$ cat src/rtl/mctm_pkg.sv
// mctm_pkg: shared types, codes and constants of the MIDI clock tempo meter.
// Used by every module of the block and by its port checker.
`timescale 1ns / 1ps

package mctm_pkg;

  // Free-running millisecond counter width
  localparam int TIME_BITS = 32;

  localparam int FUNC_W  = 2;
  localparam int MSG_W   = 8;
  localparam int DELTA_W = 7;
  localparam int KIND_W  = 2;
  localparam int BPM_W   = 24;
  localparam int REQ_W   = 25;
  localparam int CC_W    = 7;
  localparam int CH_W    = 5;
  localparam int CPM_W   = 8;

  localparam int IN_DATA_W  = 16;  // message_type + bpm_change, byte padded
  localparam int OUT_DATA_W = 72;  // five result fields, byte padded

  localparam int CFG_IDX_W  = 3;
  localparam int CFG_DATA_W = 24;

  // Input item kinds
  localparam logic [FUNC_W-1:0] FUNC_TICK  = 2'd0;
  localparam logic [FUNC_W-1:0] FUNC_MIDI  = 2'd1;
  localparam logic [FUNC_W-1:0] FUNC_TEMPO = 2'd2;

  // Result kinds
  localparam logic [KIND_W-1:0] KIND_TEMPO = 2'd0;
  localparam logic [KIND_W-1:0] KIND_CC    = 2'd1;
  localparam logic [KIND_W-1:0] KIND_RANGE = 2'd2;

  // Configuration register indexes
  localparam logic [CFG_IDX_W-1:0] CFG_CHANNEL = 3'd0;
  localparam logic [CFG_IDX_W-1:0] CFG_CPM     = 3'd1;
  localparam logic [CFG_IDX_W-1:0] CFG_SCALE   = 3'd2;
  localparam logic [CFG_IDX_W-1:0] CFG_LOW_CC  = 3'd3;
  localparam logic [CFG_IDX_W-1:0] CFG_HIGH_CC = 3'd4;

  // Configuration reset values
  localparam logic [CH_W-1:0]  RST_CHANNEL = 5'd2;
  localparam logic [CPM_W-1:0] RST_CPM     = 8'd96;
  localparam logic [BPM_W-1:0] RST_SCALE   = 24'd240110;
  localparam logic [CC_W-1:0]  RST_LOW_CC  = 7'd4;
  localparam logic [CC_W-1:0]  RST_HIGH_CC = 7'd5;

  localparam logic [MSG_W-1:0] CLOCK_STATUS = 8'hF8;
  localparam logic [BPM_W-1:0] MAX_BPM      = 24'hFFFFFF;

  // Tempo request bounds, one bit wider than the request field
  localparam logic signed [REQ_W:0] MAX_REQ   = 26'sd16777215;
  localparam logic signed [REQ_W:0] LOW_BASE  = 26'sd40;
  localparam logic signed [REQ_W:0] SPLIT_BPM = 26'sd160;
  localparam logic signed [REQ_W:0] HIGH_TOP  = 26'sd287;

  // Divider: one quotient bit per cycle
  localparam int DIV_STEPS = BPM_W;
  localparam int DIV_CNT_W = $clog2(DIV_STEPS);
  localparam logic [DIV_CNT_W-1:0] DIV_LAST = DIV_CNT_W'(DIV_STEPS - 1);

  typedef struct packed {
    logic [CH_W-1:0]  channel;
    logic [CPM_W-1:0] clocks_per_measure;
    logic [BPM_W-1:0] tempo_scale;
    logic [CC_W-1:0]  low_cc;
    logic [CC_W-1:0]  high_cc;
  } cfg_t;

  typedef enum logic {
    CMD_MEASURE,
    CMD_TEMPO
  } cmd_kind_t;

  typedef struct packed {
    cmd_kind_t            kind;
    logic [TIME_BITS-1:0] elapsed;
    logic [DELTA_W-1:0]   delta;
  } cmd_t;

  typedef struct packed {
    logic [KIND_W-1:0] kind;
    logic [BPM_W-1:0]  measured_bpm;
    logic [REQ_W-1:0]  requested_bpm;
    logic [CC_W-1:0]   cc_number;
    logic [CC_W-1:0]   cc_value;
    logic [CH_W-1:0]   cc_channel;
    logic              last;
  } res_t;

  typedef enum logic [1:0] {
    B_IDLE,
    B_DIV,
    B_SEND
  } back_state_t;

endpackage

$ cat src/rtl/mctm_front.sv
// mctm_front: accepts input items, keeps the millisecond clock and the
// clock-message count, and queues measure and tempo commands. Uses mctm_pkg.
`timescale 1ns / 1ps

module mctm_front (
  input  logic                            clk,
  input  logic                            rst,
  input  mctm_pkg::cfg_t                  cfg,
  input  logic                            in_valid,
  output logic                            in_ready,
  input  logic [mctm_pkg::FUNC_W-1:0]     in_func,
  input  logic [mctm_pkg::MSG_W-1:0]      in_msg,
  input  logic [mctm_pkg::DELTA_W-1:0]    in_delta,
  input  logic                            q_full,
  output logic                            q_push,
  output mctm_pkg::cmd_t                  q_cmd
);
  import mctm_pkg::*;

  logic [TIME_BITS-1:0] time_now;
  logic [TIME_BITS-1:0] start_stamp;
  logic                 measuring;
  logic [CPM_W-1:0]     clock_count;
  logic [CPM_W-1:0]     count_next;
  logic                 accept;
  logic                 is_clock;
  logic                 done_measure;

  assign in_ready     = !q_full;
  assign accept       = in_valid && in_ready;
  assign is_clock     = (in_func == FUNC_MIDI) && (in_msg == CLOCK_STATUS);
  assign count_next   = clock_count + CPM_W'(1);
  assign done_measure = measuring && (count_next >= cfg.clocks_per_measure);

  always_comb begin
    q_push        = 1'b0;
    q_cmd.kind    = CMD_TEMPO;
    q_cmd.elapsed = time_now - start_stamp;
    q_cmd.delta   = in_delta;
    if (accept) begin
      if (is_clock && done_measure) begin
        q_push     = 1'b1;
        q_cmd.kind = CMD_MEASURE;
      end else if (in_func == FUNC_TEMPO) begin
        q_push = 1'b1;
      end
    end
  end

  always_ff @(posedge clk) begin
    if (rst) begin
      time_now    <= '0;
      start_stamp <= '0;
      measuring   <= 1'b0;
      clock_count <= '0;
    end else if (accept) begin
      if (in_func == FUNC_TICK) begin
        time_now <= time_now + TIME_BITS'(1);
      end else if (is_clock) begin
        if (!measuring) begin
          start_stamp <= time_now;
          measuring   <= 1'b1;
          clock_count <= '0;
        end else begin
          clock_count <= count_next;
          if (done_measure) begin
            measuring <= 1'b0;
          end
        end
      end
    end
  end

endmodule

$ cat src/rtl/mctm_cmdq.sv
// mctm_cmdq: two-entry command queue between the front and back parts.
// Uses mctm_pkg for the command type.
`timescale 1ns / 1ps

module mctm_cmdq (
  input  logic           clk,
  input  logic           rst,
  input  logic           push,
  input  mctm_pkg::cmd_t push_cmd,
  output logic           full,
  input  logic           pop,
  output logic           head_valid,
  output mctm_pkg::cmd_t head_cmd
);
  import mctm_pkg::*;

  cmd_t       entries [2];
  logic       wr_ptr;
  logic       rd_ptr;
  logic [1:0] count;

  assign full       = (count == 2'd2);
  assign head_valid = (count != 2'd0);
  assign head_cmd   = entries[rd_ptr];

  always_ff @(posedge clk) begin
    if (push) begin
      entries[wr_ptr] <= push_cmd;
    end
  end

  always_ff @(posedge clk) begin
    if (rst) begin
      wr_ptr <= 1'b0;
      rd_ptr <= 1'b0;
      count  <= '0;
    end else begin
      if (push) begin
        wr_ptr <= !wr_ptr;
      end
      if (pop) begin
        rd_ptr <= !rd_ptr;
      end
      if (push && !pop) begin
        count <= count + 2'd1;
      end else if (pop && !push) begin
        count <= count - 2'd1;
      end
    end
  end

endmodule

$ cat src/rtl/mctm_back.sv
// mctm_back: runs queued commands: serial tempo division, tempo request
// range check, and the registered result stage. Uses mctm_pkg.
`timescale 1ns / 1ps

module mctm_back (
  input  logic           clk,
  input  logic           rst,
  input  mctm_pkg::cfg_t cfg,
  input  logic           cmd_valid,
  input  mctm_pkg::cmd_t cmd,
  output logic           cmd_pop,
  output logic           res_valid,
  input  logic           res_ready,
  output mctm_pkg::res_t res
);
  import mctm_pkg::*;

  back_state_t          state, state_next;
  logic [BPM_W-1:0]     tempo_value, tempo_value_next;
  logic [TIME_BITS-1:0] rem, rem_next;
  logic [TIME_BITS-1:0] divisor, divisor_next;
  logic [BPM_W-1:0]     quot, quot_next;
  logic [DIV_CNT_W-1:0] div_cnt, div_cnt_next;
  logic signed [REQ_W:0] req, req_next;
  // pending results: measured, low range, high range, out of range
  logic                 pend_meas, pend_meas_next;
  logic                 pend_low, pend_low_next;
  logic                 pend_high, pend_high_next;
  logic                 pend_oor, pend_oor_next;
  logic                 res_valid_next;
  res_t                 res_next;

  logic [TIME_BITS:0]    trial;
  logic                  trial_ge;
  logic signed [REQ_W:0] req_sum;
  logic signed [REQ_W:0] req_sat;
  logic                  slot_free;

  assign trial    = {rem, quot[BPM_W-1]};
  assign trial_ge = (trial >= {1'b0, divisor});
  assign req_sum  = $signed({2'b00, tempo_value})
                  + $signed({{(REQ_W + 1 - DELTA_W){cmd.delta[DELTA_W-1]}}, cmd.delta});
  assign req_sat  = (req_sum > MAX_REQ) ? MAX_REQ : req_sum;
  assign slot_free = !res_valid || res_ready;

  always_comb begin
    state_next       = state;
    tempo_value_next = tempo_value;
    rem_next         = rem;
    divisor_next     = divisor;
    quot_next        = quot;
    div_cnt_next     = div_cnt;
    req_next         = req;
    pend_meas_next   = pend_meas;
    pend_low_next    = pend_low;
    pend_high_next   = pend_high;
    pend_oor_next    = pend_oor;
    res_valid_next   = res_valid && !res_ready;
    res_next         = res;
    cmd_pop          = 1'b0;

    unique case (state)
      B_IDLE: begin
        if (cmd_valid) begin
          cmd_pop = 1'b1;
          if (cmd.kind == CMD_MEASURE) begin
            if (cmd.elapsed == '0) begin
              tempo_value_next = MAX_BPM;
              pend_meas_next   = 1'b1;
              state_next       = B_SEND;
            end else begin
              rem_next     = '0;
              divisor_next = cmd.elapsed;
              quot_next    = cfg.tempo_scale;
              div_cnt_next = '0;
              state_next   = B_DIV;
            end
          end else begin
            req_next       = req_sat;
            pend_low_next  = (req_sat >= LOW_BASE) && (req_sat <= SPLIT_BPM);
            pend_high_next = (req_sat >= SPLIT_BPM) && (req_sat <= HIGH_TOP);
            pend_oor_next  = (req_sat < LOW_BASE) || (req_sat > HIGH_TOP);
            state_next     = B_SEND;
          end
        end
      end
      B_DIV: begin
        rem_next     = trial_ge ? TIME_BITS'(trial - {1'b0, divisor})
                                : trial[TIME_BITS-1:0];
        quot_next    = {quot[BPM_W-2:0], trial_ge};
        div_cnt_next = div_cnt + DIV_CNT_W'(1);
        if (div_cnt == DIV_LAST) begin
          tempo_value_next = {quot[BPM_W-2:0], trial_ge};
          pend_meas_next   = 1'b1;
          state_next       = B_SEND;
        end
      end
      B_SEND: begin
        if (slot_free) begin
          res_valid_next         = 1'b1;
          res_next.measured_bpm  = tempo_value;
          res_next.requested_bpm = req[REQ_W-1:0];
          res_next.cc_number     = '0;
          res_next.cc_value      = '0;
          res_next.cc_channel    = '0;
          priority if (pend_meas) begin
            pend_meas_next         = 1'b0;
            res_next.kind          = KIND_TEMPO;
            res_next.requested_bpm = '0;
          end else if (pend_low) begin
            pend_low_next       = 1'b0;
            res_next.kind       = KIND_CC;
            res_next.cc_number  = cfg.low_cc;
            res_next.cc_value   = CC_W'(req - LOW_BASE);
            res_next.cc_channel = cfg.channel;
          end else if (pend_high) begin
            pend_high_next      = 1'b0;
            res_next.kind       = KIND_CC;
            res_next.cc_number  = cfg.high_cc;
            res_next.cc_value   = CC_W'(req - SPLIT_BPM);
            res_next.cc_channel = cfg.channel;
          end else begin
            pend_oor_next = 1'b0;
            res_next.kind = KIND_RANGE;
          end
          res_next.last = !(pend_meas_next || pend_low_next || pend_high_next
                            || pend_oor_next);
          if (res_next.last) begin
            state_next = B_IDLE;
          end
        end
      end
      default: begin
        state_next = B_IDLE;
      end
    endcase
  end

  always_ff @(posedge clk) begin
    if (rst) begin
      state       <= B_IDLE;
      tempo_value <= '0;
      pend_meas   <= 1'b0;
      pend_low    <= 1'b0;
      pend_high   <= 1'b0;
      pend_oor    <= 1'b0;
      res_valid   <= 1'b0;
    end else begin
      state       <= state_next;
      tempo_value <= tempo_value_next;
      pend_meas   <= pend_meas_next;
      pend_low    <= pend_low_next;
      pend_high   <= pend_high_next;
      pend_oor    <= pend_oor_next;
      res_valid   <= res_valid_next;
    end
  end

  always_ff @(posedge clk) begin
    rem     <= rem_next;
    divisor <= divisor_next;
    quot    <= quot_next;
    div_cnt <= div_cnt_next;
    req     <= req_next;
    res     <= res_next;
  end

endmodule

$ cat src/rtl/midi_clock_tempo_meter_top.sv
// midi_clock_tempo_meter_top: top level of the MIDI clock tempo meter.
// Instantiates mctm_front, mctm_cmdq and mctm_back; uses mctm_pkg.
`timescale 1ns / 1ps

// Measures the tempo of an incoming MIDI clock and turns tempo requests into
// control changes. Each input transaction is a millisecond tick, a received
// MIDI message, or a signed tempo change. Ticks and non-clock messages give
// nothing. Every clocks_per_measure clock messages after an opening clock,
// tempo_scale is divided by the elapsed milliseconds and one measured-tempo
// result comes out; the restoring divider makes one quotient bit per cycle
// in 24 divider steps. A tempo change gives one result, or two when the
// request is exactly 160. A two-entry command queue sits between the input
// side and the divider, so ticks and clock messages keep flowing while a
// division runs as long as the queue is not full, and a registered output
// stage holds results while the sink stalls. tlast marks the final result
// of an input item. Configuration writes must happen only while the block
// is idle.

module midi_clock_tempo_meter_top (
  input  logic                                clk,
  input  logic                                rst,
  // input stream
  input  logic                                s_tvalid,
  output logic                                s_tready,
  input  logic [mctm_pkg::IN_DATA_W-1:0]      s_tdata,  // [7:0] message_type, [14:8] bpm_change
  input  logic [mctm_pkg::FUNC_W-1:0]         s_tuser,  // [1:0] func
  // result stream
  output logic                                m_tvalid,
  input  logic                                m_tready,
  output logic [mctm_pkg::OUT_DATA_W-1:0]     m_tdata,  // [23:0] measured_bpm,
                                                        // [48:24] requested_bpm,
                                                        // [55:49] cc_number,
                                                        // [62:56] cc_value,
                                                        // [67:63] cc_channel
  output logic [mctm_pkg::KIND_W-1:0]         m_tuser,  // [1:0] result_kind
  output logic                                m_tlast,
  // configuration writes
  input  logic                                cfg_we,
  input  logic [mctm_pkg::CFG_IDX_W-1:0]      cfg_index,
  input  logic [mctm_pkg::CFG_DATA_W-1:0]     cfg_data
);
  import mctm_pkg::*;

  cfg_t cfg;
  logic q_full;
  logic q_push;
  cmd_t q_push_cmd;
  logic q_pop;
  logic q_valid;
  cmd_t q_head;
  res_t res;

  // Register bank; values are masked to each register's width.
  always_ff @(posedge clk) begin
    if (rst) begin
      cfg.channel            <= RST_CHANNEL;
      cfg.clocks_per_measure <= RST_CPM;
      cfg.tempo_scale        <= RST_SCALE;
      cfg.low_cc             <= RST_LOW_CC;
      cfg.high_cc            <= RST_HIGH_CC;
    end else if (cfg_we) begin
      unique case (cfg_index)
        CFG_CHANNEL: cfg.channel            <= cfg_data[CH_W-1:0];
        CFG_CPM:     cfg.clocks_per_measure <= cfg_data[CPM_W-1:0];
        CFG_SCALE:   cfg.tempo_scale        <= cfg_data[BPM_W-1:0];
        CFG_LOW_CC:  cfg.low_cc             <= cfg_data[CC_W-1:0];
        CFG_HIGH_CC: cfg.high_cc            <= cfg_data[CC_W-1:0];
        default: begin
        end
      endcase
    end
  end

  mctm_front u_front (
    .clk      (clk),
    .rst      (rst),
    .cfg      (cfg),
    .in_valid (s_tvalid),
    .in_ready (s_tready),
    .in_func  (s_tuser),
    .in_msg   (s_tdata[MSG_W-1:0]),
    .in_delta (s_tdata[MSG_W+DELTA_W-1:MSG_W]),
    .q_full   (q_full),
    .q_push   (q_push),
    .q_cmd    (q_push_cmd)
  );

  mctm_cmdq u_cmdq (
    .clk        (clk),
    .rst        (rst),
    .push       (q_push),
    .push_cmd   (q_push_cmd),
    .full       (q_full),
    .pop        (q_pop),
    .head_valid (q_valid),
    .head_cmd   (q_head)
  );

  mctm_back u_back (
    .clk       (clk),
    .rst       (rst),
    .cfg       (cfg),
    .cmd_valid (q_valid),
    .cmd       (q_head),
    .cmd_pop   (q_pop),
    .res_valid (m_tvalid),
    .res_ready (m_tready),
    .res       (res)
  );

  assign m_tuser = res.kind;
  assign m_tlast = res.last;
  assign m_tdata = {4'b0000, res.cc_channel, res.cc_value, res.cc_number,
                    res.requested_bpm, res.measured_bpm};

endmodule

$ cat config.mk
export PLATFORM = sky130hd
export DESIGN_NAME = midi_clock_tempo_meter_top
export DESIGN_NICKNAME = d
export VERILOG_FILES = /design/src/rtl/mctm_pkg.sv /design/src/rtl/mctm_front.sv /design/src/rtl/mctm_cmdq.sv /design/src/rtl/mctm_back.sv /design/src/rtl/midi_clock_tempo_meter_top.sv
export SDC_FILE = /design/constraint.sdc
export NUM_CORES = 1
export LEC_CHECK = 0
export BUFFER_PORTS_ARGS = -buffer_cell sky130_fd_sc_hd__buf_2
export CAP_MARGIN = 40
export CORE_UTILIZATION = 35
export CTS_BUF_LIST = sky130_fd_sc_hd__clkbuf_8
export CTS_CLUSTER_DIAMETER = 30
export DETAILED_ROUTE_END_ITERATION = 16
export PLACE_DENSITY = 0.61
export SETUP_SLACK_MARGIN = 0.1
export SLEW_MARGIN = 20
export SYNTH_ARGS = -nofsm -noshare
export SYNTH_HDL_FRONTEND = slang
export SYNTH_SLANG_ARGS = --single-unit
$ cat constraint.sdc
create_clock -name clk -period 6.1 [get_ports clk]
set_input_delay 0.915 -clock clk [delete_from_list [all_inputs] [get_ports clk]]
set_output_delay 0.915 -clock clk [all_outputs]
set_load 0.02 [all_outputs]
==> impl_metrics.json <==
{
  "synth_ff_type": "edfxtp_1",
  "cts.clk_slew.worst_paths_ns": 0.06,
  "period_share_pct": 79.19,
  "min_period_ns": 4.831,
  "clock-sinks": 429,
  "ios": 127,
  "core_um2": 60360,
  "power_mw": 8.724,
  "status": "complete, no violations",
  "cts_resized": 0,
  "grt_pass1_vias": 15360,
  "slew_headroom_pct": 45.16,
  "dieWidth_um": 249.4,
  "worst_setup_path_start_kind": "register",
  "register_area_um2": 11280,
  "ctsHoldBuffers": 0,
  "power.density_nw_per_um2": 352.9,
  "critPathMaxFanout": 28,
  "fp.dieH_um": 249.4,
  "crit_type": "register to register",
  "insertion_delay_ns": 0.67,
  "portBuffers": 121,
  "grt_max_degree": 86,
  "numCtsBuffers": 86,
  "grt_pass1_wl_um": 77770,
  "worst-endpoint-required_ns": 6.63,
  "synth_area_um2": 21420,
  "slowest_stage": "ha_1",
  "dr.pass1.iters": 5,
  "cp.arrival_ns": 5.36,
  "ctsHtreeMaxLevel": 3,
  "drcViolationCount": 0,
  "place.detailed.hpwl_um": 34220,
  "routedWlPerCell_um": 15.18,
  "syn2layout_area_growth_pct": 15.40,
  "cts_buffer_depth": 3,
  "leakage_nw": 9.824,
  "drive_gt1_share_pct": 14.36,
  "max_freq_mhz": 207.0,
  "cp_cell_sequence": "mux2i_1, inv_1, ha_1, a21o_1, a31oi_1, or4b_4, a211oi_4, o31ai_1, a2bb2oi_4, or2b_4, o41ai_1, nand3_1",
  "fillers": 5820,
  "hp-class": "input pin to register",
  "cts_setup_buffers": 0,
  "synth-seq-area-share_pct": 52.67,
  "core.rowCount": 90,
  "worstMarginPinSlew_ns": 0.8215,
  "multi_input_area_um2": 9403,
  "fin_worst_skew_ns": 0.03306,
  "via_per_inst": 4.949,
  "crit_buf_inv": 1,
  "grt_usage_pct": 15.35,
  "yosysWarningCount": 0,
  "avgSynthCellArea_um2": 9.967,
  "cts_tree": "yes",
  "start_util_pct": 35.49,
  "synth-seq-cells": 429,
  "nets": 2453,
  "via_count": 15590,
  "slowest_delay_ns": 0.53,
  "postSynthCellCount": 2149,
  "ir_worst_vdd_mv": 0.1529,
  "gp_congestion": 0.8802,
  "antenna_found_initial": 5,
  "dieArea_um2": 62190,
  "fin_tns_setup_ns": 0,
  "synth_edf_count": 269,
  "synthArstFlopShare_pct": 0,
  "synth_cell_types": 84,
  "initialDrtViolationCount": 912,
  "critPathTopFamily": "compound AO/OA/AOI/OAI gates",
  "setup_viol": 0,
  "wl_um": 47820,
  "drt.antenna.violating_nets": 0,
  "crit_path_end_kind": "register",
  "root_buffer": "clkbuf_8",
  "grt_remaining_overflow": 0,
  "drv_slew": 0,
  "drv_cap": 0,
  "rsz0062_at_grt": "no",
  "hold_viol": 0
}
==> cells in the mapped netlist (6+ instances only) <==
cell / count / area, um2
nor2b_1: 48 / 300.3
a211oi_1: 37 / 277.8
o31ai_1: 8 / 60.06
nor2_1: 199 / 747.0
or3_1: 11 / 68.82
a211o_1: 9 / 78.83
xor2_1: 59 / 516.8
nand4_1: 17 / 106.4
or2_2: 10 / 62.56
mux2i_1: 15 / 150.1
nor4_1: 14 / 87.58
nand3b_1: 15 / 112.6
inv_1: 114 / 427.9
nand2_1: 377 / 1415
and3_1: 21 / 131.4
dfxtp_1: 160 / 3203
clkbuf_1: 66 / 247.7
xnor2_1: 49 / 429.2
a21o_1: 48 / 360.4
o22ai_1: 7 / 43.79
a21oi_1: 169 / 845.8
ha_1: 101 / 1264
and2_1: 16 / 100.1
nor3_1: 26 / 130.1
nand2b_1: 20 / 125.1
edfxtp_1: 269 / 8078
nand3_1: 37 / 185.2
mux2_2: 38 / 427.9
a21boi_0: 6 / 45.04
o21a_1: 15 / 112.6
o21ai_0: 53 / 265.3
buf_1: 6 / 22.52
a31oi_1: 6 / 37.54
==> power breakdown <==
| part | leakage (nW) | total, mW | switching (mW) | internal (mW) |
|---|---|---|---|---|
| Clock | 0.951 | 2.86 | 1.27 | 1.59 |
| Sequential | 3.80 | 3.75 | 0.163 | 3.59 |
| Combinational | 5.07 | 2.11 | 1.33 | 0.788 |
| Total | 9.82 | 8.72 | 2.76 | 5.96 |
==> final cells by class <==
class / count / share of cell area, %
Antenna cell: 2 / 0.02025
Tap cell: 782 / 3.958
Inverter: 114 / 1.731
Clock inverter: 67 / 1.908
Multi-Input combinational cell: 1525 / 38.04
Timing Repair Buffer: 143 / 3.746
Sequential cell: 429 / 45.64
Clock buffer: 89 / 4.955
==> layout by cell type (no fill, tap or decap), drive strengths merged, types with 16 or more instances in the layout <==
master | synthesis | layout
a211oi | 38 | 38
a21o | 51 | 51
a21oi | 169 | 169
and2 | 16 | 16
and3 | 22 | 22
buf | 16 | 143
clkbuf | 68 | 89
clkinv | 0 | 27
dfxtp | 160 | 160
edfxtp | 269 | 269
ha | 101 | 101
inv | 114 | 145
mux2 | 38 | 38
nand2 | 377 | 377
nand2b | 20 | 20
nand3 | 37 | 37
nand4 | 17 | 17
nor2 | 199 | 199
nor2b | 48 | 48
nor3 | 26 | 26
o21ai | 56 | 56
xnor2 | 49 | 49
xor2 | 59 | 59
==> flip-flops by register name, summed over array words and instances (netlist names), 2 cells and up, named ones only <==
register             flops
u_back.quot             24
u_front.clock_count      8
u_front.time_now        32
u_front.start_stamp     32
u_cmdq.count             2
u_back.res              71
u_back.rem              32
u_back.tempo_value      24
u_back.state             2
u_back.div_cnt           5
u_cmdq.entries          80
u_back.req              25
u_back.divisor          32
cfg                     51
==> cell families after synthesis <==
family,Yosys count,share of synthesized area [%]
compound gates,420,12.57
xor+xnor,108,4.416
fa+ha+maj,105,6.227
buf+inv,198,3.709
flops,429,52.67
mux,53,2.699
other cells,1,0.01751
simple gates,835,17.69
==> path summary, 6_finish.rpt <==
check | start | to | slack [ns] | cells past startpoint
max | register | u_back.pend_oor | 1.27 | 12
min | s_tdata[11] | u_cmdq.entries[1][3] | 0.43 | 1
max reg2reg | register | u_back.pend_oor | 1.27 | 12
min reg2reg | u_front.start_stamp[10] | u_front.start_stamp[10] | 0.45 | 2
==> layer usage <==
layer | vias up | track usage, % | wire length [um]
li1 | 7883 | - | -
met1 | 7263 | 20.22 | 22470
met2 | 338 | 24.67 | 21700
met3 | 103 | 2.733 | 2274
met4 | 6 | 6.755 | 1343
met5 | - | 0 | 37
==> metrics by stage <==
step	hold slack, ns	std cells	instance area [um2]	worst slack (ns)	util [%]
floorplan	0.4360	2152	21430	1.325	-
global placement	0.4416	2983	22780	1.353	37.75
detailed placement	0.4475	2989	22930	1.370	38.00
CTS	0.3779	3145	24630	1.322	40.81
global route	0.4113	3149	24710	1.055	40.95
finish	0.4348	3151	24720	1.269	40.95
No activity file was read; power rests on OpenSTA's default activity.
